--- src/rtl/core/rsam_pkg.sv ---
`default_nettype none

package rsam_pkg;

  // Largest array the mapper accepts; disk numbers are four bits wide.
  localparam logic [4:0] MaxDisks = 5'd16;

  typedef enum logic [1:0] {
    LvlStripe    = 2'd0,
    LvlMirror    = 2'd1,
    LvlDedParity = 2'd2,
    LvlRotParity = 2'd3
  } raid_level_e;

  // Register indexes, taken from paddr[2].
  localparam logic RegRaidLevel = 1'b0;
  localparam logic RegDiskCount = 1'b1;

  // Control and running remainders carried from cell to cell.
  typedef struct packed {
    raid_level_e level;
    logic [4:0]  disks;    // configured disk count
    logic [4:0]  divisor;  // disks, pairs or data disks per row
    logic        err;
    logic [4:0]  rem;      // partial remainder of the stripe number
    logic [4:0]  rem2;     // running quotient modulo the disk count
  } ctrl_t;

endpackage

`default_nettype wire

--- src/rtl/core/rsam_cell.sv ---
`default_nettype none

module rsam_cell #(
  parameter int W = 32
) (
  input  wire                 clk_i,
  input  wire                 rst_ni,
  input  wire                 in_valid_i,
  output logic                in_ready_o,
  input  rsam_pkg::ctrl_t     in_ctrl_i,
  input  wire [W-1:0]         in_acc_i,
  output logic                out_valid_o,
  input  wire                 out_ready_i,
  output rsam_pkg::ctrl_t     out_ctrl_o,
  output logic [W-1:0]        out_acc_o
);
  import rsam_pkg::*;

  logic       valid_q;
  ctrl_t      ctrl_d, ctrl_q;
  logic [W-1:0] acc_d, acc_q;
  logic [5:0] t, t2;
  logic       ge, ge2;

  // One restoring-division step. The quotient bit is shifted into the low end
  // of the accumulator and also folded into the quotient modulo the disk count.
  always_comb begin
    t      = {in_ctrl_i.rem, in_acc_i[W-1]};
    ge     = t >= {1'b0, in_ctrl_i.divisor};
    t2     = {in_ctrl_i.rem2, ge};
    ge2    = t2 >= {1'b0, in_ctrl_i.disks};
    ctrl_d = in_ctrl_i;
    ctrl_d.rem  = ge  ? 5'(t - {1'b0, in_ctrl_i.divisor}) : t[4:0];
    ctrl_d.rem2 = ge2 ? 5'(t2 - {1'b0, in_ctrl_i.disks}) : t2[4:0];
    acc_d  = {in_acc_i[W-2:0], ge};
  end

  assign in_ready_o = !valid_q || out_ready_i;

  always_ff @(posedge clk_i or negedge rst_ni) begin
    if (!rst_ni) begin
      valid_q <= 1'b0;
    end else if (in_ready_o) begin
      valid_q <= in_valid_i;
    end
  end

  always_ff @(posedge clk_i) begin
    if (in_ready_o && in_valid_i) begin
      ctrl_q <= ctrl_d;
      acc_q  <= acc_d;
    end
  end

  assign out_valid_o = valid_q;
  assign out_ctrl_o  = ctrl_q;
  assign out_acc_o   = acc_q;

endmodule

`default_nettype wire

--- src/rtl/core/rsam_output.sv ---
`default_nettype none

module rsam_output #(
  parameter int W           = 32,
  parameter int BLOCK_BYTES = 4096
) (
  input  wire                 clk_i,
  input  wire                 rst_ni,
  input  wire                 in_valid_i,
  output logic                in_ready_o,
  input  rsam_pkg::ctrl_t     in_ctrl_i,
  input  wire [W-1:0]         in_acc_i,
  output logic                out_valid_o,
  input  wire                 out_ready_i,
  output logic [95:0]         out_data_o,
  output logic                out_error_o
);
  import rsam_pkg::*;

  localparam int BbW = $clog2(BLOCK_BYTES + 1);
  localparam logic [BbW-1:0] Bb = BbW'(BLOCK_BYTES);

  logic            valid_q;
  logic [95:0]     data_d, data_q;
  logic            err_q;
  logic [31:0]     row32;
  logic [31+BbW:0] prod;
  logic [3:0]      data_disk, mirror_disk, parity_disk, idx;
  logic            mirror_valid, parity_valid;
  logic [4:0]      parity5;

  if (W >= 32) begin : g_row_trunc
    assign row32 = in_acc_i[31:0];
  end else begin : g_row_ext
    assign row32 = {{(32 - W){1'b0}}, in_acc_i};
  end

  assign prod = {{BbW{1'b0}}, row32} * {32'd0, Bb};

  always_comb begin
    idx          = in_ctrl_i.rem[3:0];
    data_disk    = 4'd0;
    mirror_disk  = 4'd0;
    mirror_valid = 1'b0;
    parity_disk  = 4'd0;
    parity_valid = 1'b0;
    parity5      = 5'(in_ctrl_i.disks - 5'd1 - in_ctrl_i.rem2);
    unique case (in_ctrl_i.level)
      LvlStripe: begin
        data_disk = idx;
      end
      LvlMirror: begin
        data_disk    = {idx[2:0], 1'b0};
        mirror_disk  = {idx[2:0], 1'b1};
        mirror_valid = 1'b1;
      end
      LvlDedParity: begin
        data_disk    = idx;
        parity_disk  = 4'(in_ctrl_i.disks - 5'd1);
        parity_valid = 1'b1;
      end
      default: begin
        // Rotating parity: data at or past the parity disk moves one disk up.
        parity_disk  = parity5[3:0];
        data_disk    = ({1'b0, idx} < parity5) ? idx : 4'(idx + 4'd1);
        parity_valid = 1'b1;
      end
    endcase
    data_d = {6'd0, 44'(prod), row32, parity_valid, parity_disk,
              mirror_valid, mirror_disk, data_disk};
    if (in_ctrl_i.err) begin
      data_d = '0;
    end
  end

  assign in_ready_o = !valid_q || out_ready_i;

  always_ff @(posedge clk_i or negedge rst_ni) begin
    if (!rst_ni) begin
      valid_q <= 1'b0;
    end else if (in_ready_o) begin
      valid_q <= in_valid_i;
    end
  end

  always_ff @(posedge clk_i) begin
    if (in_ready_o && in_valid_i) begin
      data_q <= data_d;
      err_q  <= in_ctrl_i.err;
    end
  end

  assign out_valid_o = valid_q;
  assign out_data_o  = data_q;
  assign out_error_o = err_q;

endmodule

`default_nettype wire

--- src/rtl/core/raid_stripe_address_mapper.sv ---
`default_nettype none

// RAID stripe address mapper. Each stripe number taken on the slave stream
// yields one placement item on the master stream: data disk, mirror or parity
// disk with their valid flags, the row on each member disk and the byte offset
// of that row. The quotient and remainder by the per-level divisor (disk count,
// pair count or data-disk count) come from a chain of STRIPE_BITS division
// cells, one quotient bit per cell, followed by one output stage. One item is
// taken every cycle unless a stalled result has filled the chain; the cells
// collapse bubbles, so a stalled result only blocks new items once every cell
// is full. Configuration must be written over APB only while no item is in
// flight; the block does not enforce this. An unusable disk count for the
// chosen level gives results with config_error set and all other fields zero.
module raid_stripe_address_mapper #(
  parameter int STRIPE_BITS = 32,
  parameter int BLOCK_BYTES = 4096
) (
  input  wire         clk_i,
  input  wire         rst_ni,
  // APB configuration port: raid_level at 0x0, disk_count at 0x4.
  input  wire         psel,
  input  wire         penable,
  input  wire         pwrite,
  input  wire  [2:0]  paddr,
  input  wire  [31:0] pwdata,
  output logic [31:0] prdata,
  output logic        pready,
  // Input stream. tdata: stripe_number[31:0].
  input  wire         s_axis_tvalid,
  output logic        s_axis_tready,
  input  wire  [31:0] s_axis_tdata,
  // Output stream. tdata: data_disk[3:0], mirror_disk[7:4], mirror_valid[8],
  // parity_disk[12:9], parity_valid[13], block_row[45:14],
  // byte_offset[89:46], zero fill[95:90].
  output logic        m_axis_tvalid,
  input  wire         m_axis_tready,
  output logic [95:0] m_axis_tdata,
  // tuser: config_error[0].
  output logic        m_axis_tuser
);
  import rsam_pkg::*;

  localparam int N = STRIPE_BITS;

  raid_level_e level_q;
  logic [4:0]  disks_q;

  // ---------------------------------------------------------------------------
  // Configuration registers. Only paddr[2] selects the register.
  // ---------------------------------------------------------------------------
  assign pready = 1'b1;

  always_ff @(posedge clk_i or negedge rst_ni) begin
    if (!rst_ni) begin
      level_q <= LvlStripe;
      disks_q <= 5'd2;
    end else if (psel && penable && pwrite && pready) begin
      unique case (paddr[2])
        RegRaidLevel: level_q <= raid_level_e'(pwdata[1:0]);
        RegDiskCount: disks_q <= pwdata[4:0];
        default: ;
      endcase
    end
  end

  always_comb begin
    unique case (paddr[2])
      RegRaidLevel: prdata = {30'd0, level_q};
      RegDiskCount: prdata = {27'd0, disks_q};
      default:      prdata = 32'd0;
    endcase
  end

  // ---------------------------------------------------------------------------
  // Validity check and divisor selection, applied as an item enters the chain.
  // ---------------------------------------------------------------------------
  logic  cfg_err;
  ctrl_t head_ctrl;

  always_comb begin
    unique case (level_q)
      LvlStripe: cfg_err = disks_q < 5'd2;
      LvlMirror: cfg_err = (disks_q < 5'd2) || disks_q[0];
      default:   cfg_err = disks_q < 5'd3;
    endcase
    if ((disks_q > MaxDisks) || (disks_q > 5'd16)) begin
      cfg_err = 1'b1;
    end

    head_ctrl.level = level_q;
    head_ctrl.err   = cfg_err;
    head_ctrl.rem   = 5'd0;
    head_ctrl.rem2  = 5'd0;
    head_ctrl.disks = disks_q;
    unique case (level_q)
      LvlStripe: head_ctrl.divisor = disks_q;
      LvlMirror: head_ctrl.divisor = {1'b0, disks_q[4:1]};
      default:   head_ctrl.divisor = 5'(disks_q - 5'd1);
    endcase
    // A rejected configuration still runs through the chain; keep it harmless.
    if (cfg_err) begin
      head_ctrl.divisor = 5'd1;
      head_ctrl.disks   = 5'd1;
    end
  end

  // ---------------------------------------------------------------------------
  // Division chain.
  // ---------------------------------------------------------------------------
  logic         valid_s [0:N];
  logic         ready_s [0:N];
  ctrl_t        ctrl_s  [0:N];
  logic [N-1:0] acc_s   [0:N];

  if (N > 32) begin : g_in_ext
    assign acc_s[0] = {{(N - 32){1'b0}}, s_axis_tdata};
  end else begin : g_in_trunc
    assign acc_s[0] = s_axis_tdata[N-1:0];
  end

  assign valid_s[0]    = s_axis_tvalid;
  assign ctrl_s[0]     = head_ctrl;
  assign s_axis_tready = ready_s[0];

  for (genvar i = 0; i < N; i++) begin : g_cell
    rsam_cell #(
      .W (N)
    ) u_cell (
      .clk_i       (clk_i),
      .rst_ni      (rst_ni),
      .in_valid_i  (valid_s[i]),
      .in_ready_o  (ready_s[i]),
      .in_ctrl_i   (ctrl_s[i]),
      .in_acc_i    (acc_s[i]),
      .out_valid_o (valid_s[i+1]),
      .out_ready_i (ready_s[i+1]),
      .out_ctrl_o  (ctrl_s[i+1]),
      .out_acc_o   (acc_s[i+1])
    );
  end

  rsam_output #(
    .W           (N),
    .BLOCK_BYTES (BLOCK_BYTES)
  ) u_output (
    .clk_i       (clk_i),
    .rst_ni      (rst_ni),
    .in_valid_i  (valid_s[N]),
    .in_ready_o  (ready_s[N]),
    .in_ctrl_i   (ctrl_s[N]),
    .in_acc_i    (acc_s[N]),
    .out_valid_o (m_axis_tvalid),
    .out_ready_i (m_axis_tready),
    .out_data_o  (m_axis_tdata),
    .out_error_o (m_axis_tuser)
  );

  // ---------------------------------------------------------------------------
  // Assertions.
  // ---------------------------------------------------------------------------

  // The input side only stalls when a result is held up at the output.
  assert property (@(posedge clk_i) disable iff (!rst_ni)
    !s_axis_tready |-> (m_axis_tvalid && !m_axis_tready))
    else $error("input stalled without an output stall");

  // An error result carries no placement.
  assert property (@(posedge clk_i) disable iff (!rst_ni)
    (m_axis_tvalid && m_axis_tuser) |-> (m_axis_tdata == 96'd0))
    else $error("error result with nonzero fields");

  // A mirror pair is an even disk and the one after it.
  assert property (@(posedge clk_i) disable iff (!rst_ni)
    (m_axis_tvalid && m_axis_tdata[8]) |->
      (!m_axis_tdata[0] && (m_axis_tdata[7:4] == (m_axis_tdata[3:0] | 4'd1))))
    else $error("mirror disk is not the partner of the data disk");

  // Data never lands on the parity disk of its row.
  assert property (@(posedge clk_i) disable iff (!rst_ni)
    (m_axis_tvalid && m_axis_tdata[13]) |-> (m_axis_tdata[3:0] != m_axis_tdata[12:9]))
    else $error("data disk equals parity disk");

endmodule

`default_nettype wire

--- config.mk ---
export PLATFORM = sky130hd
export DESIGN_NAME = raid_stripe_address_mapper
export DESIGN_NICKNAME = d
export VERILOG_FILES = /design/src/rtl/core/rsam_pkg.sv /design/src/rtl/core/rsam_cell.sv /design/src/rtl/core/rsam_output.sv /design/src/rtl/core/raid_stripe_address_mapper.sv
export SDC_FILE = /design/constraint.sdc
export NUM_CORES = 2
export LEC_CHECK = 0
export BUFFER_PORTS_ARGS = -buffer_cell sky130_fd_sc_hd__buf_4
export CORE_ASPECT_RATIO = 1.25
export CORE_UTILIZATION = 40
export CTS_CLUSTER_DIAMETER = 200
export DETAILED_ROUTE_END_ITERATION = 10
export PLACE_DENSITY = 0.64
export SYNTH_ARGS = -nofsm -noshare
export SYNTH_HDL_FRONTEND = slang
export SYNTH_SLANG_ARGS = --single-unit
--- constraint.sdc ---
create_clock -name clk_i -period 7.1 [get_ports clk_i]
set_input_delay 1.42 -clock clk_i [delete_from_list [all_inputs] [get_ports clk_i]]
set_output_delay 1.42 -clock clk_i [all_outputs]
set_load 0.02 [all_outputs]
-- Word level (Yosys, flattened, before mapping)
Cells that the tools add are included.
- $add $sub $neg: 68
- bitwise logic cells: 2
- eq/ne operators: 3
- muxes and demuxes: 75
- order comparisons: 68
- reduce and logical (&&, ||, !) cells: 109
- operators with widths (cell ; number):
    6-bit by 5-bit greater-or-equal comparator with 1-bit output ; 62
    5-bit subtractor ; 62
    5-bit 2-to-1 mux ; 61
    32-bit case mux with 2 select lines ; 1
    1-bit logical AND ; 35
    1-bit logical OR ; 34
    1-bit logical NOT ; 33
    4-bit case mux with 2 select lines ; 2
    1-bit by 5-bit greater-or-equal comparator with 1-bit output ; 2
    5-bit by 2-bit < comparator with 1-bit output (second input constant) ; 2
    10-bit 2-to-1 mux ; 1
    5-bit case mux with 2 select lines ; 1
    1-bit by 5-bit subtractor with 5-bit output ; 2
    5-bit by 1-bit subtractor with 5-bit output (second input constant) ; 2
    4-bit 2-to-1 mux ; 2
    1-bit 2-to-1 mux ; 6
    2-bit OR reduction ; 3
    5-bit > comparator (second input constant) ; 1
    4-bit by 5-bit < comparator with 1-bit output ; 1
    4-bit by 1-bit adder with 4-bit output (second input constant) ; 1
    2-bit by 1-bit equality test with 1-bit output (second input constant) ; 2
    2-bit logical NOT ; 2
    2-bit AND reduction ; 2
    4-bit subtractor ; 1
    other kinds (3) ; 4
- output and inout port bits: 132
- register bits after elaboration: 1891

-- Depth between registers and ports, before layout
- depth after elaboration: 35
- depth in mapped cells: 16

-- By module
From an unflattened synthesis, not the netlist that was laid out.
- cell total of the unflattened synthesis: 4253
- area, all modules: 73964.7 µm²
- modules (own cells, without submodules) (module ; sequential area each (µm²) ; cells each ; instances ; area each (µm²)):
    rsam_cell at g_cell[22].u_cell ... ; 1676.6 ; 123 ; 18 ; 2202.1
    rsam_cell at g_cell[0].u_cell ... ; 1676.6 ; 123 ; 14 ; 2204.6
    rsam_output ; 1406.3 ; 223 ; 1 ; 2622.5
    raid_stripe_address_mapper ; 176.4 ; 94 ; 1 ; 839.6

-- Worst setup path after synthesis
Ideal clock, no wire load.
- kind: input -> register
- start: input port m_axis_tready
- end: register g_cell[14].u_cell.acc_q[0] (enable)
- data required time: 6548 ps
- slack: 572 ps
- cell stages on the path: 5
- setup time: 552 ps
- data arrival time: 5976 ps
- path through: nand4b_4 nor4_4 nand3_1 nor2_1 a21boi_0
- longest elaborated chain between the ends: 20
- ends and longest elaborated chain (what ; line ; text):
    from (decl) ; raid_stripe_address_mapper.sv:36 ; input wire m_axis_tready,
    1-bit logical OR ; rsam_output.sv:76 ; assign in_ready_o = !valid_q || out_ready_i;
    1-bit logical OR (18 in a row) ; rsam_cell.sv:38 ; assign in_ready_o = !valid_q || out_ready_i;
    1-bit logical AND ; rsam_cell.sv:49 ; if (in_ready_o && in_valid_i) begin
    to (signal assigned) ; rsam_cell.sv:51 ; acc_q <= acc_d;
    to (decl) ; rsam_cell.sv:21 ; logic [W-1:0] acc_d, acc_q;
No other way between the ends.
A chain may end at the register's enable or synchronous reset.

-- Worst setup path after layout
- start: input port m_axis_tready
- end: output port s_axis_tready
- longest elaborated chain between the ends: 33
- ends and longest elaborated chain (what ; line ; text):
    1-bit logical OR ; rsam_output.sv:76 ;
    1-bit logical OR (32 in a row) ; rsam_cell.sv:38 ;
    to (decl) ; raid_stripe_address_mapper.sv:30 ; output logic s_axis_tready,
No other way between the ends.

==> reports/metrics.csv <==
stage,metric,value,unit
run_status,status,completed,
sta,fin_crit,5.19,ns
route,num_vias,33800,
cts,cts_tree,done,
worst_setup_path,critPathMostFrequentCell,buf_4,
yosys,synthArstFlopShare,0.0217,
worst_hold_path,hold_path_class,flip-flop to flip-flop,
route,drc,0,
place,hpwlAfterDp,69700,um
floorplanning,die_x,382,um
worst_setup_path,arrival,3.77,ns
yosys,synth_edf_count,1800,
worst_setup_path,critPathSlowestCell,nor4_2,
worst_setup_path,max_stage_delay,0.57,ns
global_routing,grt_start_max_net_pins,56,
finish,nNetsFinal,5266,
yosys,ys.warnings.count,0,
yosys,syn-instance-count,4512,
worst_setup_path,cp_max_fo,7,
global_routing,grt_remaining_overflow,0,
power_and_ir_drop,power_density,389,nW/um^2
sta,slew_headroom,0.290,
floorplanning,ios,206,
finish,final_common_cell,edfxtp_1,
power_and_ir_drop,power_frac_clock,0.289,
yosys,syn_area_per_cell,16.0,sq um
floorplanning,die-height,477,um
place,port_buffers,130,
sta,tightest_slew,1.07,ns
yosys,synth.area.top_cells,"edfxtp_1 75%, ha_1 5.6%, inv_1 2.7%",
power_and_ir_drop,p_leak,0.0310,uW
power_and_ir_drop,p_sw,9020,uW
finish,final_cell_mix,"1800 x edfxtp_1, 519 x inv_1, 335 x o21ai_0, 324 x ha_1, 286 x nand2_1",
worst_setup_path,crit-reg2reg-launch,g_cell[14].u_cell.out_acc_o[31],
worst_setup_path,path_cells,buf_4 > nand4b_4 > nor4_2 > nand4_2 > nor3_2 > nand4_1 > buf_4,
finish,syn_to_final_growth,13.6,%
cts,cts.clk_slew.worst_paths,0.06,ns
yosys,synth_top_area_share,0.747,
worst_setup_path,startpoint_type,primary input,
sta,setup_viol,0,
sta,setup_slack,1.91,ns
global_routing,grt_pass1_wl,160000,um
cts,clockRootBuffer,clkbuf_16,
cts,cts.repair.resized,0,
power_and_ir_drop,p_seq_frac,0.483,
route,dr.pass1.iters,5,
sta,whs,0.399,ns
power_and_ir_drop,internal_power,22900,uW
run,maxCapViolCount,0,
place,gp_congestion,0.823,
worst_setup_path,crit_type,primary input to output port,
cts,cts_sinks,1840,
finish,multiInputGateArea,15000,sq um
worst_setup_path,end_kind,output port,
yosys,ys_seq_area_frac,0.761,
finish,n_antenna_cell,0,
global_routing,grt_usage,0.107,
cts,ctsHoldBuffers,0,
route,wl,97200,um
yosys,syn_area,72300,sq um
yosys,synth_cell_types,59,
sta,finClkSkew,0.0382,ns
finish,n_fill_cell,15100,
worst_setup_path,r2r_slack,3.19,ns
finish,drive_above_1_share,0.0978,
sta,finalHoldViolCount,0,
sta,tns,0,ns
route,wire_per_inst,13.3,um
floorplanning,core-area,180000,sq um
power_and_ir_drop,p_comb_frac,0.228,
sta,rsz0062_at_grt,false,
place,dp_slack,1.90,ns
worst_setup_path,critPathRequiredTime,5.68,ns
yosys,yosysTopAreaCell,edfxtp_1,
power_and_ir_drop,sw_frac_of_total,0.283,
sta,fmax,193,MHz
route,drtIter0Drc,1389,
cts,cts_setup_buffers,0,
cts,clk_latency,0.78,ns
worst_setup_path,r2r_end,g_cell[15].u_cell.out_ctrl_o[3],
sta,slew_violations,0,
global_routing,antenna_found_initial,1,
floorplanning,dieArea,183000,sq um
floorplanning,initial_core_util,0.403,
global_routing,grt_pass1_vias,35400,
place,placed_cell_area,76300,sq um
finish,final_area,82100,sq um
cts,cts_max_path_buffers,3,
worst_hold_path,hold_end,g_cell[10].u_cell.out_acc_o[23],
worst_hold_path,min_path_cells,0,
sta,period_share,0.731,
floorplanning,row_count,174,
yosys,ys_seq_elements,1840,
route,viasPerCell,4.61,
yosys,ys.flop_type,edfxtp_1,
cts,numCtsBuffers,182,
worst_setup_path,rr_worst_depth,14,
route,ant_nets,0,
power_and_ir_drop,ir_worst_vdd,0.356,mV
finish,seqCellArea,55100,sq um
worst_hold_path,min-delay-start,g_cell[9].u_cell.out_acc_o[22],
cts,cts_max_level,4,
[power by group through the flow]
stage,clock network (uW),logic (uW),registers (uW)
6_report,9230,7270,15400
5_1_grt,9930,8300,15600
4_1_cts,9490,7400,15400
3_5_place_dp,0,7360,15600
3_3_place_gp,0,7000,15500
2_1_floorplan,0,5440,15400
[cell families (layout without fill, tap and decap cells)]
group,count (synthesis),in the layout,synth area share
simple gates,826,826,0.0520
flops,1840,1840,0.761
buf+inv,630,1022,0.0369
compound gates,650,650,0.0539
fa+ha+maj,387,387,0.0735
other cells,2,46,0.000104
mux,46,46,0.00656
xor+xnor,131,131,0.0159
[layer usage]
metal	vias to the layer above	part of all wire	track usage
met5	-	0	0
met3	224	0.034	0.0230
met2	462	0.62	0.230
li1	16800	-	-
met1	16200	0.32	0.0886
met4	0	0.030	0.0408
[Yosys cell counts, drive strengths merged (22+ instances only)]
library cell and count:
a21oi 91, o21ai 338, nor2b 106, xor2 127
a21boi 62, dfrtp 39, a21o 67, nand2b 22
nand3 67, clkbuf 29, buf 81, and2 23
a311oi 59, inv 520, nor2 258, mux2i 35
nand2 286, edfxtp 1800, nor3 22, fa 63
ha 324
[through the flow]
step / total power, uW / cells / utilization
6_report: 31900 / 7324 / 0.457
4_1_cts: 32300 / 7324 / 0.457
2_1_floorplan: 20900 / 4556 / -
5_1_grt: 33800 / 7324 / 0.457
3_3_place_gp: 22500 / 6997 / 0.425
3_5_place_dp: 23000 / 6997 / 0.425
[critical path: cells and delay by family]
| kind | cells | cell delay [ns] |
|---|---|---|
| AND/OR/NAND/NOR | 5 | 1.99 |
| buffers and inverters | 2 | 0.32 |
[state kept, by name, indices dropped and copies added, names as in the netlist]
name and flops:
u_output.out_data_o 45, u_output.out_error_o 1, level_q 2, u_output.out_valid_o 1, g_cell.u_cell.out_acc_o 1024, g_cell.u_cell.out_valid_o 32, g_cell.u_cell.out_ctrl_o 730, disks_q 5
[cell type report]
type	instances	share of cell area
flip-flops and latches	1840	0.670
multi-input cells	2086	0.182
clock buffers	226	0.0589
well taps	2376	0.0362
inverters	520	0.0238
repair buffers	175	0.0160
clock inverters	101	0.0124
[worst max-delay path by stage]
stage,startpoint,end,slack (ns)
finish,m_axis_tready,s_axis_tready,1.91
global route,m_axis_tready,s_axis_tready,1.66
CTS,m_axis_tready,s_axis_tready,1.89
detailed placement,m_axis_tready,s_axis_tready,1.90
global placement,m_axis_tready,s_axis_tready,1.92
floorplan,m_axis_tready,g_cell[14].u_cell.out_acc_o[0],0.57
Note: power is estimated with default switching activity, not from simulation.
